==> src/cb32_pkg.sv <==
// Shared types, character codes and the symbol map for the Crockford base32 decoder.
package cb32_pkg;

    localparam int unsigned CHAR_W  = 8;
    localparam int unsigned SYM_W   = 5;
    localparam int unsigned BYTE_W  = 8;
    localparam int unsigned STORE_W = 7;
    localparam int unsigned COUNT_W = 3;
    localparam int unsigned ACC_W   = STORE_W + SYM_W;

    // Characters that are passed over without effect
    localparam logic [CHAR_W-1:0] CH_SPACE  = 8'h20;
    localparam logic [CHAR_W-1:0] CH_HYPHEN = 8'h2D;
    localparam logic [CHAR_W-1:0] CH_LF     = 8'h0A;
    localparam logic [CHAR_W-1:0] CH_CR     = 8'h0D;
    localparam logic [CHAR_W-1:0] CH_TAB    = 8'h09;

    // Lower-case range and the offset that folds it onto upper case
    localparam logic [CHAR_W-1:0] CH_LOWER_A = 8'h61;
    localparam logic [CHAR_W-1:0] CH_LOWER_Z = 8'h7A;
    localparam logic [CHAR_W-1:0] CASE_FOLD  = 8'h20;

    typedef struct packed {
        logic             ok;
        logic [SYM_W-1:0] val;
    } sym_t;

    function automatic logic is_skip(input logic [CHAR_W-1:0] ch);
        return (ch == CH_SPACE) || (ch == CH_HYPHEN) || (ch == CH_LF) ||
               (ch == CH_CR) || (ch == CH_TAB);
    endfunction

    // Map a character to its 5-bit symbol; ok is low for anything outside the alphabet
    function automatic sym_t sym_lookup(input logic [CHAR_W-1:0] ch);
        logic [CHAR_W-1:0] up;
        sym_t              s;
        up = ch;
        if ((ch >= CH_LOWER_A) && (ch <= CH_LOWER_Z))
        begin
            up = ch - CASE_FOLD;
        end
        s.ok = 1'b1;
        unique case (up)
            8'h30:   s.val = 5'd0;   // 0
            8'h31:   s.val = 5'd1;
            8'h32:   s.val = 5'd2;
            8'h33:   s.val = 5'd3;
            8'h34:   s.val = 5'd4;
            8'h35:   s.val = 5'd5;
            8'h36:   s.val = 5'd6;
            8'h37:   s.val = 5'd7;
            8'h38:   s.val = 5'd8;
            8'h39:   s.val = 5'd9;   // 9
            8'h41:   s.val = 5'd10;  // A
            8'h42:   s.val = 5'd11;
            8'h43:   s.val = 5'd12;
            8'h44:   s.val = 5'd13;
            8'h45:   s.val = 5'd14;
            8'h46:   s.val = 5'd15;
            8'h47:   s.val = 5'd16;
            8'h48:   s.val = 5'd17;  // H
            8'h49:   s.val = 5'd1;   // I reads as one
            8'h4A:   s.val = 5'd18;  // J
            8'h4B:   s.val = 5'd19;
            8'h4C:   s.val = 5'd1;   // L reads as one
            8'h4D:   s.val = 5'd20;  // M
            8'h4E:   s.val = 5'd21;
            8'h4F:   s.val = 5'd0;   // O reads as zero
            8'h50:   s.val = 5'd22;  // P
            8'h51:   s.val = 5'd23;
            8'h52:   s.val = 5'd24;
            8'h53:   s.val = 5'd25;
            8'h54:   s.val = 5'd26;  // T
            8'h55:   s.val = 5'd27;  // U reads as V
            8'h56:   s.val = 5'd27;  // V
            8'h57:   s.val = 5'd28;
            8'h58:   s.val = 5'd29;
            8'h59:   s.val = 5'd30;
            8'h5A:   s.val = 5'd31;  // Z
            default:
            begin
                s.ok  = 1'b0;
                s.val = '0;
            end
        endcase
        return s;
    endfunction

endpackage

==> src/crockford_base32_decoder.sv <==
// Top level of the Crockford base32 decoder: input register, symbol map, bit packer, result register.
//
//   Channel   Dir  Signals                        Content
//   s_axis    in   tvalid tready tdata tlast      one text character, tlast on the last one
//   m_axis    out  tvalid tready tdata tuser tlast decoded byte and end-of-code status
//
// Each character is held in the input register; one that makes a result is then loaded into the
// result register, from which it is offered on m_axis; one character per cycle is sustained
// while m_axis does not stall, the limit being the update of the small bit store.
// Reset (rst_n low, asynchronous) empties both registers and clears the bit store, the bit
// count and the sticky failure flag.
// A stall on m_axis holds the result register, and the input register when its character
// makes a result; s_axis tready drops only once both are occupied, the held character makes
// a result and the waiting result is not being taken.
// Characters that make no result leave the input register without waiting for m_axis.
module crockford_base32_decoder
(
    input  logic       clk,
    input  logic       rst_n,

    input  logic       s_axis_tvalid,
    output logic       s_axis_tready,
    input  logic [7:0] s_axis_tdata,   // [7:0] code_char
    input  logic       s_axis_tlast,   // last_char

    output logic       m_axis_tvalid,
    input  logic       m_axis_tready,
    output logic [7:0] m_axis_tdata,   // [7:0] data_byte
    output logic [1:0] m_axis_tuser,   // [0] has_byte, [1] decode_ok
    output logic       m_axis_tlast    // end_of_code
);

    // Input register
    logic                                 in_valid_reg;
    logic [cb32_pkg::CHAR_W-1:0]          in_char_reg;
    logic                                 in_last_reg;

    // Decoder state
    logic [cb32_pkg::STORE_W-1:0]         store_reg;
    logic [cb32_pkg::STORE_W-1:0]         store_next;
    logic [cb32_pkg::COUNT_W-1:0]         count_reg;
    logic [cb32_pkg::COUNT_W-1:0]         count_next;
    logic                                 failed_reg;
    logic                                 failed_next;

    // Result register
    logic                                 out_valid_reg;
    logic [cb32_pkg::BYTE_W-1:0]          out_byte_reg;
    logic                                 out_has_reg;
    logic                                 out_end_reg;
    logic                                 out_ok_reg;

    // Combinational decode of the held character
    cb32_pkg::sym_t                       sym;
    logic [cb32_pkg::ACC_W-1:0]           acc;
    logic [cb32_pkg::COUNT_W:0]           cnt_sum;
    logic [cb32_pkg::COUNT_W-1:0]         shift;
    logic                                 got_byte;
    logic [cb32_pkg::BYTE_W-1:0]          byte_val;
    logic                                 emit;
    logic                                 out_free;
    logic                                 advance;

    // The result register can take a new result when it is empty or being emptied
    assign out_free      = !out_valid_reg || m_axis_tready;
    // The held character leaves when it makes no result or the result register is free
    assign advance       = in_valid_reg && (!emit || out_free);
    assign s_axis_tready = !in_valid_reg || advance;

    always_comb
    begin
        sym         = cb32_pkg::sym_lookup(in_char_reg);
        acc         = {store_reg, sym.val};
        cnt_sum     = {1'b0, count_reg} + 4'd5;
        got_byte    = 1'b0;
        byte_val    = '0;
        shift       = '0;
        store_next  = store_reg;
        count_next  = count_reg;
        failed_next = failed_reg;

        if (!failed_reg && !cb32_pkg::is_skip(in_char_reg))
        begin
            if (!sym.ok)
            begin
                failed_next = 1'b1;
            end
            else
            begin
                count_next = cnt_sum[cb32_pkg::COUNT_W-1:0];
                if (cnt_sum[cb32_pkg::COUNT_W])
                begin
                    // Eight or more bits held: the oldest eight leave as a byte
                    shift    = cnt_sum[cb32_pkg::COUNT_W-1:0];
                    byte_val = cb32_pkg::BYTE_W'(acc >> shift);
                    got_byte = 1'b1;
                end
                // Keep only the bits still pending
                store_next = cb32_pkg::STORE_W'(acc &
                             ((cb32_pkg::ACC_W'(1) << count_next) - cb32_pkg::ACC_W'(1)));
            end
        end

        emit = got_byte || in_last_reg;
    end

    always_ff @(posedge clk or negedge rst_n)
    begin
        if (!rst_n)
        begin
            in_valid_reg  <= 1'b0;
            out_valid_reg <= 1'b0;
            store_reg     <= '0;
            count_reg     <= '0;
            failed_reg    <= 1'b0;
        end
        else
        begin
            if (s_axis_tready)
            begin
                in_valid_reg <= s_axis_tvalid;
            end

            if (advance)
            begin
                if (in_last_reg)
                begin
                    // End of code: drop leftover bits and start afresh
                    store_reg  <= '0;
                    count_reg  <= '0;
                    failed_reg <= 1'b0;
                end
                else
                begin
                    store_reg  <= store_next;
                    count_reg  <= count_next;
                    failed_reg <= failed_next;
                end
            end

            if (out_free)
            begin
                out_valid_reg <= advance && emit;
            end
        end
    end

    // Payload registers
    always_ff @(posedge clk)
    begin
        if (s_axis_tready && s_axis_tvalid)
        begin
            in_char_reg <= s_axis_tdata;
            in_last_reg <= s_axis_tlast;
        end
        if (advance && emit)
        begin
            out_byte_reg <= byte_val;
            out_has_reg  <= got_byte;
            out_end_reg  <= in_last_reg;
            out_ok_reg   <= in_last_reg && !failed_next;
        end
    end

    assign m_axis_tvalid = out_valid_reg;
    assign m_axis_tdata  = out_byte_reg;
    assign m_axis_tuser  = {out_ok_reg, out_has_reg};
    assign m_axis_tlast  = out_end_reg;

    // Pending bits above the count must always be zero
    assert_store_clean : assert property (@(posedge clk) disable iff (!rst_n)
        (cb32_pkg::ACC_W'(store_reg) >> count_reg) == '0)
        else $error("bit store holds bits beyond its count");

    // Closing a code leaves the state cleared
    assert_end_clears : assert property (@(posedge clk) disable iff (!rst_n)
        (advance && in_last_reg) |=> (count_reg == '0 && store_reg == '0 && !failed_reg))
        else $error("state not cleared after end of code");

    // A result without a byte can only be the end-of-code result
    assert_empty_is_end : assert property (@(posedge clk) disable iff (!rst_n)
        (m_axis_tvalid && !m_axis_tuser[0]) |-> m_axis_tlast)
        else $error("result carries neither byte nor end mark");

    // No byte follows a failure
    assert_ok_at_end : assert property (@(posedge clk) disable iff (!rst_n)
        (advance && got_byte) |-> !failed_reg)
        else $error("byte produced after a failure");

endmodule

==> config.mk <==
export PLATFORM = sky130hd
export DESIGN_NAME = crockford_base32_decoder
export DESIGN_NICKNAME = d
export VERILOG_FILES = /design/src/cb32_pkg.sv /design/src/crockford_base32_decoder.sv
export SDC_FILE = /design/constraint.sdc
export NUM_CORES = 1
export LEC_CHECK = 0
export BUFFER_PORTS_ARGS = -buffer_cell sky130_fd_sc_hd__buf_2
export CAP_MARGIN = 15
export CORE_MARGIN = 2
export CORE_UTILIZATION = 47
export CTS_CLUSTER_DIAMETER = 120
export CTS_CLUSTER_SIZE = 30
export DETAILED_ROUTE_END_ITERATION = 8
export GPL_ROUTABILITY_DRIVEN = 0
export PLACE_DENSITY_LB_ADDON = 0.25
export SLEW_MARGIN = 20
export SYNTH_ARGS = -nofsm -noshare
export SYNTH_HDL_FRONTEND = slang
export SYNTH_SLANG_ARGS = --single-unit
export TNS_END_PERCENT = 50
==> constraint.sdc <==
create_clock -name clk -period 4.91 [get_ports clk]
set_input_delay 0 -clock clk [delete_from_list [all_inputs] [get_ports clk]]
set_output_delay 0 -clock clk [all_outputs]
set_load 0.03 [all_outputs]
# After elaboration in Yosys (flattened, before gate mapping)
# Index checks and enable logic that the tools add are counted.
# totals
reg_bits	33
inputBits	13
out_inout_bits	13
elab_cells	102
# op_classes
add_sub_neg	3
order_cmp	2
eq_ne	41
n_shift	2
muxes	15
bitwise_logic	1
n_reduce_logical	27
# ops
cell	n
equality test 8 x 7 -> 1 bit (second input constant)	26
case mux 5 bit (31 select lines)	1
equality test 8 x 6 -> 1 bit (second input constant)	12
OR reduction 36 bit	1
equality test 8 x 4 -> 1 bit (second input constant)	3
2-to-1 mux 7 bit	3
>> shifter 12 x 3 -> 8 bit	1
2-to-1 mux 3 bit	3
>= comparator 8 x 7 -> 1 bit (second input constant)	1
less-or-equal comparator 8 x 7 -> 1 bit (second input constant)	1
logical OR 1 bit	8
2-to-1 mux 8 bit	1
subtractor 8 x 6 -> 8 bit (second input constant)	1
bitwise AND 7 bit	1
2-to-1 mux 1 bit	7
<< shifter 1 x 3 -> 7 bit (first input constant)	1
subtractor 7 x 1 -> 7 bit (second input constant)	1
logical AND 1 bit	6
zero test 1 bit	6
AND reduction 3 bit	2
adder 3 x 3 -> 4 bit (second input constant)	1
nonzero test 2 bit	2
OR reduction 3 bit	1
OR reduction 2 bit	1

# Logic depth before layout (Yosys ltp)
# Gate-level depths: netlist (run 1).
# logic_depth
ltp_word	14
depth_mapped	10
mapped_depth_nobuf	9

# Least setup slack after synthesis (run 1)
# OpenSTA, ideal clock, no wires.
# synth_timing
path_kind	reg2reg
from	reg in_char_reg[5] in the netlist's numbering
to	reg out_byte_reg (netlist bit m_axis_tdata[0]), enable pin
setup_ns	0.393
arrival_time_ns	2.813
required_ns	4.517
slack_ns	1.704
path_stages_with_launch	9
n_path_buf	0
cell_sequence	edfxtp_1 inv_1 ha_1 o21a_1 nor2_1 a21boi_1 a41oi_4 o31a_1 nor3_1
# synth_between
elab_chain_len	13
# synth_lines
item	line	source
start, declared	crockford_base32_decoder.sv:35	logic [cb32_pkg::CHAR_W-1:0] in_char_reg;
start signal, assigned	crockford_base32_decoder.sv:153	in_char_reg <= s_axis_tdata;
>= comparator 8 x 7 -> 1 bit, or another cell as far along	cb32_pkg.sv:38	if ((ch >= CH_LOWER_A) && (ch <= CH_LOWER_Z))
logical AND 1 bit or logical OR 1 bit (tied branches)	cb32_pkg.sv:38, cb32_pkg.sv:29	
2-to-1 mux 8 bit or logical OR 1 bit (tied branches)	cb32_pkg.sv:38, cb32_pkg.sv:29	
equality test 8 x 7 -> 1 bit, or another cell as far along	cb32_pkg.sv:43	unique case (up)
OR reduction 36 bit (no line) or logical OR 1 bit (tied branches)	--	
2-to-1 mux 1 bit or zero test 1 bit (tied branches)	cb32_pkg.sv:43, crockford_base32_decoder.sv:82	
2-to-1 mux 1 bit or logical AND 1 bit (tied branches)	crockford_base32_decoder.sv:84, crockford_base32_decoder.sv:82	
2-to-1 mux 1 bit (*)	crockford_base32_decoder.sv:82	if (!failed_reg && !cb32_pkg::is_skip(in_char_reg))
logical OR 1 bit (*)	crockford_base32_decoder.sv:104	emit = got_byte || in_last_reg;
zero test 1 bit	crockford_base32_decoder.sv:67	assign advance = in_valid_reg && (!emit || out_free);
logical OR 1 bit	crockford_base32_decoder.sv:67	
logical AND 1 bit	crockford_base32_decoder.sv:67	
logical AND 1 bit (*)	crockford_base32_decoder.sv:156	if (advance && emit)
end signal, assigned	crockford_base32_decoder.sv:158	out_byte_reg <= byte_val;
end, declared	crockford_base32_decoder.sv:48	logic [cb32_pkg::BYTE_W-1:0] out_byte_reg;
# Mark *: on every way between the ends. The rest lies on a longest branch, timed or not.
# A chain may end at the register's enable or synchronous reset.

# Worst setup path in the final report (run 1)
# layout_timing
from	reg count_reg[0] in the netlist's numbering
to	reg out_byte_reg (netlist bit m_axis_tdata[0]), data pin
# layout_between
elab_chain_len	2
# layout_lines
item	line	source
start, declared	crockford_base32_decoder.sv:41	logic [cb32_pkg::COUNT_W-1:0] count_reg;
start signal, assigned	crockford_base32_decoder.sv:136	count_reg <= count_next;
adder 3 x 3 -> 4 bit (*)	crockford_base32_decoder.sv:74	cnt_sum = {1'b0, count_reg} + 4'd5;
>> shifter 12 x 3 -> 8 bit or AND reduction 3 bit (tied branches)	--	
# Marked as above.

==> parameters.txt, run 1 <==
Parameter                              Value

Setup path
  Kind of launch point of the worst setup path    register
  Kind of cell with the highest combined delay on the critical path    compound AO/OA/AOI/OAI gates
  Worst reg-to-reg path cell count    8
  Peak per-stage delay on the critical path    820 ps
  Critical setup path kind    register to register
  Biggest fanout along the worst timing path    23
  Master of the slowest instance on the critical path    dfrtp_1
  Type of destination of the critical path    register
  Data required time at the worst endpoint    5020 ps
  Buffer and inverter count on the worst path    1
  Critical Path, Cell by Cell    inv_1 -> ha_1 -> mux2i_1 -> o21ai_0 -> nor2_1 -> a22oi_1 -> o211ai_1 -> a2111oi_4
  Worst EP arrival    3440 ps
  Total stage count of the critical path    8

Power
  Overall power consumption    0.000955 W
  Areal power density over the cells    331 nW/um^2
  Largest voltage drop on the vdd net    0.186 mV
  Leak    1.06 nW

Route
  Detailed Route WL    5690 um
  Routed WL per cell    15.5 um
  First-pass iteration count of the detailed router    5
  Remaining antenna violation count    0
  Drt via density    5.98
  Drc violations    0
  Total via count after detailed routing    2,199
  Drt first-iter violations    249

STA
  Fmax    300 MHz
  Final hold violations    0
  Min cycle time layout    3330 ps
  Final setup violation count    0
  Final-layout worst hold slack    49.2 ps
  Slew Limit Headroom    40.7%
  Tightest Pin Transition    883 ps
  Fin Clk Skew    7.67 ps
  Final period utilization    67.9%
  Total negative slack    0 ps
  Unrepaired setup endpoints after global routing    false
  Max Transition Viols Final    0

Cells and area
  Most frequent cells in the layout    buf_2 (25), nand2_1 (22), edfxtp_1 (20)
  Synthesis-to-layout area growth    13.0%
  Net total in the final layout    318
  Most common library cell in the layout ignoring fill and taps    buf_2
  Area of the multi-input gates    1470 um^2
  Total of fill cells in the finished design    461
  Non-Filler Instances    368
  Number of antenna cells inserted    0
  Reg area    926 um^2
  Fraction of final layout cells sized beyond drive strength 1    17.8%

Clock network
  TritonCTS buffer count    5
  Clock tree from TritonCTS    built
  CTS clk-pin slew, worst paths    70 ps
  Clock Path Buffers    2
  Post-CTS setup repair buffer count    0
  H-Tree Depth    2
  Clock insertion delay at the later pin of the skew report    290 ps
  Clk root buf    clkbuf_8
  Total number of clock tree sinks    33

Yosys
  Post-synthesis instance area    2550 um^2
  Proportion of synthesized area in mux cells    3.77%
  Compound-cell area share of the yosys netlist    27.9%
  Number of warnings reported in the yosys synthesis log    0
  Number of instances in the synthesized netlist    274
  Fraction of synthesized cell area in xor and xnor cells    1.37%
  Distinct cell type count after synthesis    66
  Async set-reset flop share out of synthesis    39.4%
  Predominant post-synthesis flop cell    edfxtp_1
  Synth Net Count    295
  Dominant combinational cell family by area after synthesis    compound AO/OA/AOI/OAI gates
  Number of flops mapped to enable cells by yosys    20
  Basic-gate share of the synthesized area counting and, or, nand and nor cells    20.0%
  Number of register bits inferred by synthesis    33
  Syn avg cell area    9.32 um^2
  Adder and majority gate portion of the synthesized area    4.71%
  Proportion of synthesized chip area in sequential cells    36.3%

Floorplan
  Chip Width    77.7 um
  Core Area    5170 um^2
  Top-level port count    26
  Height of the die    77.7 um
  Initial cell density of the core    49.3%
  Total die area    6040 um^2
  Num rows    26

Global route
  All-Layer GR Usage    19.7%
  Number of antenna violations at the first check in global routing    0
  Wire length of the first global-routing pass    9470 um
  Overflow left after global routing    0
  Maximum number of pins on one net before global-route repair    28
  Via count of the first global-routing pass    2,005

Status
  Result of the run    finished, final reports clean

Placement
  Cell total after placement    349
  DPL Wire Length    3860 um
  Port Buf Inserts    25

Min path
  Kind of path behind the tightest hold check    input port to register
  Cell count of the worst hold path    4

Flow run
  Maximum capacitance violations    0
==> per-stage QoR <==
step                instance area, um^2  setup slack [ps]  utilization (%)
finish                             2890              1580             55.8
global route                       2890              1340             55.8
CTS                                2890              1670             55.8
detailed placement                 2670              1720             51.5
floorplan                          2550              1700                -
global placement                   2670              1810             51.5
==> report_power, final <==
part	internal, W	switching, W	total, W
clock	0.000149	0.000107	0.000256
sequential	0.000319	0.0000439	0.000363
combinational	0.000129	0.000208	0.000336
total	0.000597	0.000358	0.000955
==> cell families (layout without fill, tap and decap cells) <==
family                   after synthesis  count (layout)
buffers and inverters                 32              56
XOR/XNOR                               4               4
flip-flops                            33              33
adder cells (fa/ha/maj)               10              10
AO/OA/AOI/OAI                         90              90
multiplexers                           9               9
AND/OR/NAND/NOR                       96              96
==> worst min-delay path: stages <==
cell and delay, ps:
buf_2 80, nor2b_1 60, nand2_1 90, o21bai_1 60
==> area by class of cell <==
cell class,instances,share of cell area [%]
clock buffer,5,2.39
clock inverter,3,1.43
inverter,10,1.30
multi-input combinational,209,51.1
sequential,33,32.1
tap,70,3.04
timing repair buffer,38,8.67
==> worst paths after layout <==
| kind | from | end | slack [ps] |
|---|---|---|---|
| setup / recovery | count_reg[0] | m_axis_tdata[0] | 1580 |
| hold / removal | m_axis_tready | in_valid_reg | 50 |
| setup reg to reg | count_reg[0] | m_axis_tdata[0] | 1580 |
| hold reg to reg | store_reg[2] | store_reg[2] | 550 |
| max in group asynchronous | rst_n | in_valid_reg | 4550 |
| min in group asynchronous | rst_n | count_reg[2] | 120 |
==> metal layers <==
metal	track usage [%]	wire (um)	vias up
met1	27.2	2700	1036
met4	7.86	93	0
met2	29.8	2600	73
li1	-	-	1082
met5	0	0	-
met3	4.42	296	8
==> timing repair <==
| item | CTS | global route |
|---|---|---|
| resized for setup | 0 | 0 |
| endpoints found under the hold margin | 23 | 0 |
| hold buffers | 11 | 0 |
==> synthesized netlist by cell type, types with 3 or more instances <==
library cell | instances | area share (%)
nor2_1 | 18 | 2.6
nor2b_1 | 7 | 1.7
nand2b_1 | 9 | 2.2
dfrtp_1 | 13 | 13
a211oi_1 | 7 | 2.1
and2_1 | 6 | 1.5
edfxtp_1 | 20 | 24
a32o_1 | 4 | 1.6
buf_4 | 3 | 0.88
o31a_1 | 4 | 1.4
mux2_2 | 5 | 2.2
a311o_1 | 3 | 1.2
clkbuf_1 | 6 | 0.88
a31oi_1 | 3 | 0.74
buf_2 | 11 | 2.2
ha_1 | 8 | 3.9
o21a_1 | 4 | 1.2
a21oi_1 | 19 | 3.7
o211ai_1 | 3 | 0.88
or3_1 | 3 | 0.74
o21ai_0 | 12 | 2.4
nand2_1 | 22 | 3.2
a222oi_1 | 3 | 1.2
inv_1 | 8 | 1.2
nor3_1 | 10 | 2.0
mux2i_1 | 4 | 1.6
nand3_1 | 5 | 0.98
o22ai_1 | 3 | 0.74
Note: power is estimated with default switching activity, not from simulation.
==> inputs of run 2 (changes only) <==
==> constraint.sdc (replaced) <==
create_clock -name clk -period 3.5 [get_ports clk]
set_input_delay 0 -clock clk [delete_from_list [all_inputs] [get_ports clk]]
set_output_delay 0 -clock clk [all_outputs]
set_load 0.03 [all_outputs]
==> parameters.txt, run 2 (synthesis gave the netlist of run 1 again) <==
Parameter                              Value

Setup path
  Setup slack of the worst register-to-register path    530 ps (-1050 ps)
  Kind of cell with the highest combined delay on the critical path    compound AO/OA/AOI/OAI gates
  Critical Path, Cell by Cell    inv_1 -> ha_1 -> o21a_1 -> nor2_1 -> a21boi_1 -> a41oi_4 -> o31a_1 -> or2_2 -> buf_2
  Data required time at the worst endpoint    3500 ps (-1520 ps)
  Critical setup path kind    register to output port
  Type of destination of the critical path    output port
  Biggest fanout along the worst timing path    10 (-57%)
  Kind of launch point of the worst setup path    register
  Buffer and inverter count on the worst path    2 (+1)
  Master of the slowest instance on the critical path    edfxtp_1
  Peak per-stage delay on the critical path    460 ps (-360 ps)
  Worst EP arrival    3020 ps (-420 ps)

Clock network
  Clock tree from TritonCTS    built
  TritonCTS buffer count    5 (unchanged)
  Clock insertion delay at the later pin of the skew report    290 ps (about the same)
  Post-CTS setup repair buffer count    0 (unchanged)
  Cts-stage hold buffer count    11 (unchanged)
  H-Tree Depth    2 (unchanged)
  CTS clk-pin slew, worst paths    70 ps (about the same)
  Total number of clock tree sinks    33 (unchanged)
  Clk root buf    clkbuf_8
  Resized cells post-CTS    0 (unchanged)
  Clock Path Buffers    2 (unchanged)

Route
  First-pass iteration count of the detailed router    4 (-1)
  Detailed Route WL    5650 um (-0.72%)
  Total via count after detailed routing    2,156 (-2.0%)
  Routed WL per cell    15.1 um (-2.1%)
  Drt first-iter violations    222 (-11%)
  Drt via density    5.78 (-3.3%)
  Remaining antenna violation count    0 (unchanged)
  Drc violations    0 (unchanged)

STA
  Total negative slack    0 ps (unchanged)
  Fmax    331 MHz
  Crit path setup slack, layout    476 ps (-1100 ps)
  Final-layout worst hold slack    54.5 ps (+5.38 ps)
  Final hold violations    0 (unchanged)
  Final period utilization    86.4%
  Unrepaired setup endpoints after global routing    false
  Final setup violation count    0 (unchanged)
  Min cycle time layout    3020 ps
  Fin Clk Skew    4.58 ps (-3.09 ps)
  Slew Limit Headroom    55.5% (+15 points)
  Tightest Pin Transition    667 ps (-216 ps)
  Max Transition Viols Final    0 (unchanged)

Power
  Leak    1.07 nW (+1.4%)
  Largest voltage drop on the vdd net    0.279 mV (+50%)
  Overall power consumption    0.00127 W (+33%)
  Areal power density over the cells    439 nW/um^2 (+33%)

Floorplan
  Height of the die    77.7 um (unchanged)
  Num rows    26 (unchanged)
  Top-level port count    26 (unchanged)
  Core Area    5170 um^2 (unchanged)
  Chip Width    77.7 um (unchanged)
  Total die area    6040 um^2 (unchanged)
  Initial cell density of the core    49.3% (unchanged)

Min path
  Kind of path behind the tightest hold check    input port to register

Cells and area
  Total of fill cells in the finished design    448 (-2.8%)
  Area of the multi-input gates    1470 um^2 (unchanged)
  Most frequent cells in the layout    buf_2 (25), nand2_1 (22), edfxtp_1 (20)
  Net total in the final layout    323 (+1.6%)
  Fraction of final layout cells sized beyond drive strength 1    18.8% (+1.0 points)
  Number of antenna cells inserted    0 (unchanged)
  Synthesis-to-layout area growth    13.4%
  Reg area    926 um^2 (unchanged)
  Most common library cell in the layout ignoring fill and taps    buf_2
  Non-Filler Instances    373 (+1.4%)

Placement
  Port Buf Inserts    25 (unchanged)
  Cell total after placement    354 (+1.4%)
  DPL Wire Length    3970 um (+2.9%)
  DP Worst Slack    554 ps (-1160 ps)

Global route
  All-Layer GR Usage    20.0% (+0.36 points)
  Via count of the first global-routing pass    2,033 (+1.4%)
  Number of antenna violations at the first check in global routing    0 (unchanged)
  Overflow left after global routing    0 (unchanged)
  Wire length of the first global-routing pass    9690 um (+2.3%)
  Maximum number of pins on one net before global-route repair    24 (-14%)

Status
  Result of the run    finished, final reports clean

Flow run
  Maximum capacitance violations    0 (unchanged)
[run 2: cell types whose count changed in the layout (fill, tap and decap cells not counted), sizes merged]
cell,delta
bufinv,-1
buf,+5
clkinv,+2
clkinvlp,-1
[run 2: path summary, 6_finish.rpt]
| kind | from | endpoint | cells after the start |
|---|---|---|---|
| worst max-delay path | in_char_reg[5] | s_axis_tready | 9 |
| worst min-delay path | m_axis_tready | in_valid_reg | 4 |
| worst max register to register | in_char_reg[5] | m_axis_tdata[1] | 9 |
| worst min register to register | store_reg[2] | store_reg[2] | 1 |
| max in group asynchronous | rst_n | in_valid_reg | 2 |
| min in group asynchronous | rst_n | store_reg[3] | 2 |
[run 2: per-stage QoR]
stage / util [%] / area [um^2]
after CTS: 56.0 / 2890
after floorplan: - / 2550
after detailed placement: 52.2 / 2700
after global routing: 56.0 / 2890
after global placement: 52.2 / 2700
final: 56.0 / 2890
[run 2: final cells by class]
| type | instances | share of cell area (%) |
|---|---|---|
| Clock buffer | 5 | 2.38 |
| Clock inverter | 3 | 0.432 |
| Inverter | 10 | 1.30 |
| Multi-Input combinational cell | 209 | 50.9 |
| Sequential cell | 33 | 32.0 |
| Tap cell | 70 | 3.03 |
| Timing Repair Buffer | 43 | 9.94 |
[run 2: power by group]
group          internal [W]  switching [W]  total (W)
Sequential         0.000447      0.0000467   0.000494
Clock              0.000134       0.000142   0.000276
Combinational      0.000193       0.000306   0.000499
Total              0.000774       0.000495    0.00127
[run 2: worst register-to-register path: cells and delay by family (launching register included)]
| kind | cells | cell delay, ps |
|---|---|---|
| fa+ha+maj | 1 | 300 |
| compound gates | 4 | 1150 |
| buf+inv | 2 | 320 |
| simple gates | 2 | 440 |
| flops | 1 | 460 |
[run 2: per-layer routing]
layer | GRT usage, % | part of all wire (%)
met2 | 32.2 | 46
met1 | 27.1 | 47
met3 | 3.95 | 4.9
met5 | 0 | 0
met4 | 6.43 | 1.3
==> inputs of run 3 (changes only) <==
--- a/config.mk
+++ b/config.mk
@@ -5,13 +5,13 @@
 export SDC_FILE = /design/constraint.sdc
 export NUM_CORES = 1
 export LEC_CHECK = 0
-export BUFFER_PORTS_ARGS = -buffer_cell sky130_fd_sc_hd__buf_2
 export CAP_MARGIN = 15
 export CORE_MARGIN = 2
 export CORE_UTILIZATION = 47
 export CTS_CLUSTER_DIAMETER = 120
 export CTS_CLUSTER_SIZE = 30
 export DETAILED_ROUTE_END_ITERATION = 8
+export DONT_BUFFER_PORTS = 1
 export GPL_ROUTABILITY_DRIVEN = 0
 export PLACE_DENSITY_LB_ADDON = 0.25
 export SLEW_MARGIN = 20
==> parameters.txt, run 3 (synthesis gave the netlist of run 1 again) <==
Parameter                              Value

Status
  Result of the run    finished, final reports clean

STA
  Final hold violations    0 (unchanged)
  Unrepaired setup endpoints after global routing    false
  Tightest Pin Transition    606 ps (-61.4 ps)
  Fmax    324 MHz (-2.0%)
  Total negative slack    0 ps (unchanged)
  Final setup violation count    0 (unchanged)
  Max Transition Viols Final    0 (unchanged)
  Slew Limit Headroom    59.3% (+3.8 points)
  Min cycle time layout    3080 ps (+61.2 ps)
  Fin Clk Skew    4.89 ps (+0.308 ps)
  Final period utilization    88.1% (+1.7 points)

Route
  First-pass iteration count of the detailed router    5 (+1)
  Drt first-iter violations    148 (-33%)
  Total via count after detailed routing    2,098 (-2.7%)
  Detailed Route WL    5540 um (-1.9%)
  Drc violations    0 (unchanged)
  Drt via density    5.99 (+3.7%)
  Remaining antenna violation count    0 (unchanged)
  Routed WL per cell    15.8 um (+4.6%)

Setup path
  Startpoint of the lowest-slack register-to-register path    in_char_reg[5]
  Buffer and inverter count on the worst path    2 (unchanged)
  Master of the slowest instance on the critical path    dlygate4sd3_1
  Biggest fanout along the worst timing path    10 (unchanged)
  Kind of launch point of the worst setup path    register
  Type of destination of the critical path    register
  Critical Path, Cell by Cell    inv_1 -> ha_1 -> o21a_1 -> nor2_1 -> a21boi_1 -> a41oi_4 -> o31a_1 -> o21bai_1 -> dlygate4sd3_1
  Worst EP arrival    3300 ps (+280 ps)
  Kind of cell with the highest combined delay on the critical path    compound AO/OA/AOI/OAI gates
  Setup slack of the worst register-to-register path    420 ps (-110 ps)
  Data required time at the worst endpoint    3710 ps (+210 ps)
  Critical setup path kind    register to register
  Worst reg-to-reg path cell count    9 (unchanged)
  Worst flop-to-flop path endpoint    in_valid_reg
  Peak per-stage delay on the critical path    570 ps (+110 ps)

Cells and area
  Total of fill cells in the finished design    456 (+1.8%)
  Synthesis-to-layout area growth    9.36%
  Number of antenna cells inserted    0 (unchanged)
  End-of-flow core utilization    54.0% (-2.0 points)
  Fraction of final layout cells sized beyond drive strength 1    12.1% (-6.7 points)
  Most common library cell in the layout ignoring fill and taps    nand2_1
  Most frequent cells in the layout    nand2_1 (22), edfxtp_1 (20), a21oi_1 (19)
  Net total in the final layout    300 (-7.1%)

Floorplan
  Core Area    5170 um^2 (unchanged)
  Top-level port count    26 (unchanged)
  Initial cell density of the core    49.3% (unchanged)
  Num rows    26 (unchanged)
  Total die area    6040 um^2 (unchanged)
  Chip Width    77.7 um (unchanged)
  Height of the die    77.7 um (unchanged)

Power
  Areal power density over the cells    449 nW/um^2 (+2.3%)
  Overall power consumption    0.00125 W (-1.3%)
  Leak    0.987 nW (-8.2%)
  Largest voltage drop on the vdd net    0.337 mV (+21%)

Global route
  Number of antenna violations at the first check in global routing    0 (unchanged)
  Wire length of the first global-routing pass    9470 um (-2.2%)
  All-Layer GR Usage    19.5% (-0.55 points)
  Maximum number of pins on one net before global-route repair    23 (-4.2%)
  Via count of the first global-routing pass    2,017 (-0.79%)
  Overflow left after global routing    0 (unchanged)

Clock network
  Clk root buf    clkbuf_8
  Total number of clock tree sinks    33 (unchanged)
  Resized cells post-CTS    0 (unchanged)
  TritonCTS buffer count    5 (unchanged)
  CTS clk-pin slew, worst paths    60 ps (about the same)
  H-Tree Depth    2 (unchanged)
  Clock Path Buffers    2 (unchanged)
  Clock insertion delay at the later pin of the skew report    280 ps (about the same)
  Clock tree from TritonCTS    built

Flow run
  Maximum capacitance violations    0 (unchanged)

Placement
  Port Buf Inserts    0 (-100%)
  DPL Wire Length    3980 um (+0.15%)

Min path
  Capture endpoint of the worst hold path    m_axis_tvalid
  Hold Startpoint    m_axis_tready
  Kind of path behind the tightest hold check    input port to register
  Cell count of the worst hold path    2 (-2)
run 3: worst max-delay path by stage:
stage / from / cells past startpoint / slack (ps) / endpoint
final: in_char_reg[5] / 9 / 420 / in_valid_reg
after global routing: in_char_reg[5] / 9 / 220 / in_valid_reg
after CTS: in_char_reg[5] / 9 / 480 / in_valid_reg
after detailed placement: in_char_reg[5] / 9 / 560 / m_axis_tdata[7]
after global placement: in_char_reg[5] / 9 / 660 / m_axis_tdata[4]
after floorplan: in_char_reg[5] / 8 / 290 / m_axis_tdata[0]
run 3: timing repair:
| item | 4_1_cts | 5_1_grt |
|---|---|---|
| hold endpoints to repair | 23 | 0 |
| setup endpoints to repair | 0 | 0 |
| setup buffers | 0 | 0 |
| hold buffers | 12 | 0 |
run 3: report_power, final:
| group | internal, W | switching (W) | leakage (nW) |
|---|---|---|---|
| combinational | 0.000187 | 0.000283 | 0.578 |
| clock | 0.000134 | 0.000137 | 0.0430 |
| sequential | 0.000448 | 0.0000639 | 0.365 |
run 3: cell type report:
type / count / area (um^2) / share of cell area (%)
clock inverter: 3 / 12.5 / 0.448
clock buffer: 5 / 68.8 / 2.47
tap: 70 / 87.6 / 3.14
multi-input combinational: 209 / 1480 / 53.0
sequential: 33 / 926 / 33.2
timing repair buffer: 20 / 180 / 6.45
inverter: 10 / 37.5 / 1.34
run 3: per-layer routing:
metal  track usage, %  share of wire (%)  vias to the layer above
li1                 -                  -                     1046
met1             26.8                 47                      984
met2             31.2                 47                       61
met3             3.84                5.2                        7
met4             5.54                1.1                        0
met5                0                  0                        -
run 3: stage by stage:
| step | std cells | instance area (um^2) | hold slack [ps] | setup WS [ps] |
|---|---|---|---|---|
| 3_5_place_dp | 330 | 2590 | -295 | 560 |
| 5_1_grt | 350 | 2790 | 70.1 | 221 |
| 6_report | 350 | 2790 | 50.8 | 415 |
| 2_1_floorplan | 274 | 2550 | -296 | 294 |
| 4_1_cts | 350 | 2790 | 36.2 | 483 |
| 3_3_place_gp | 330 | 2590 | -295 | 661 |
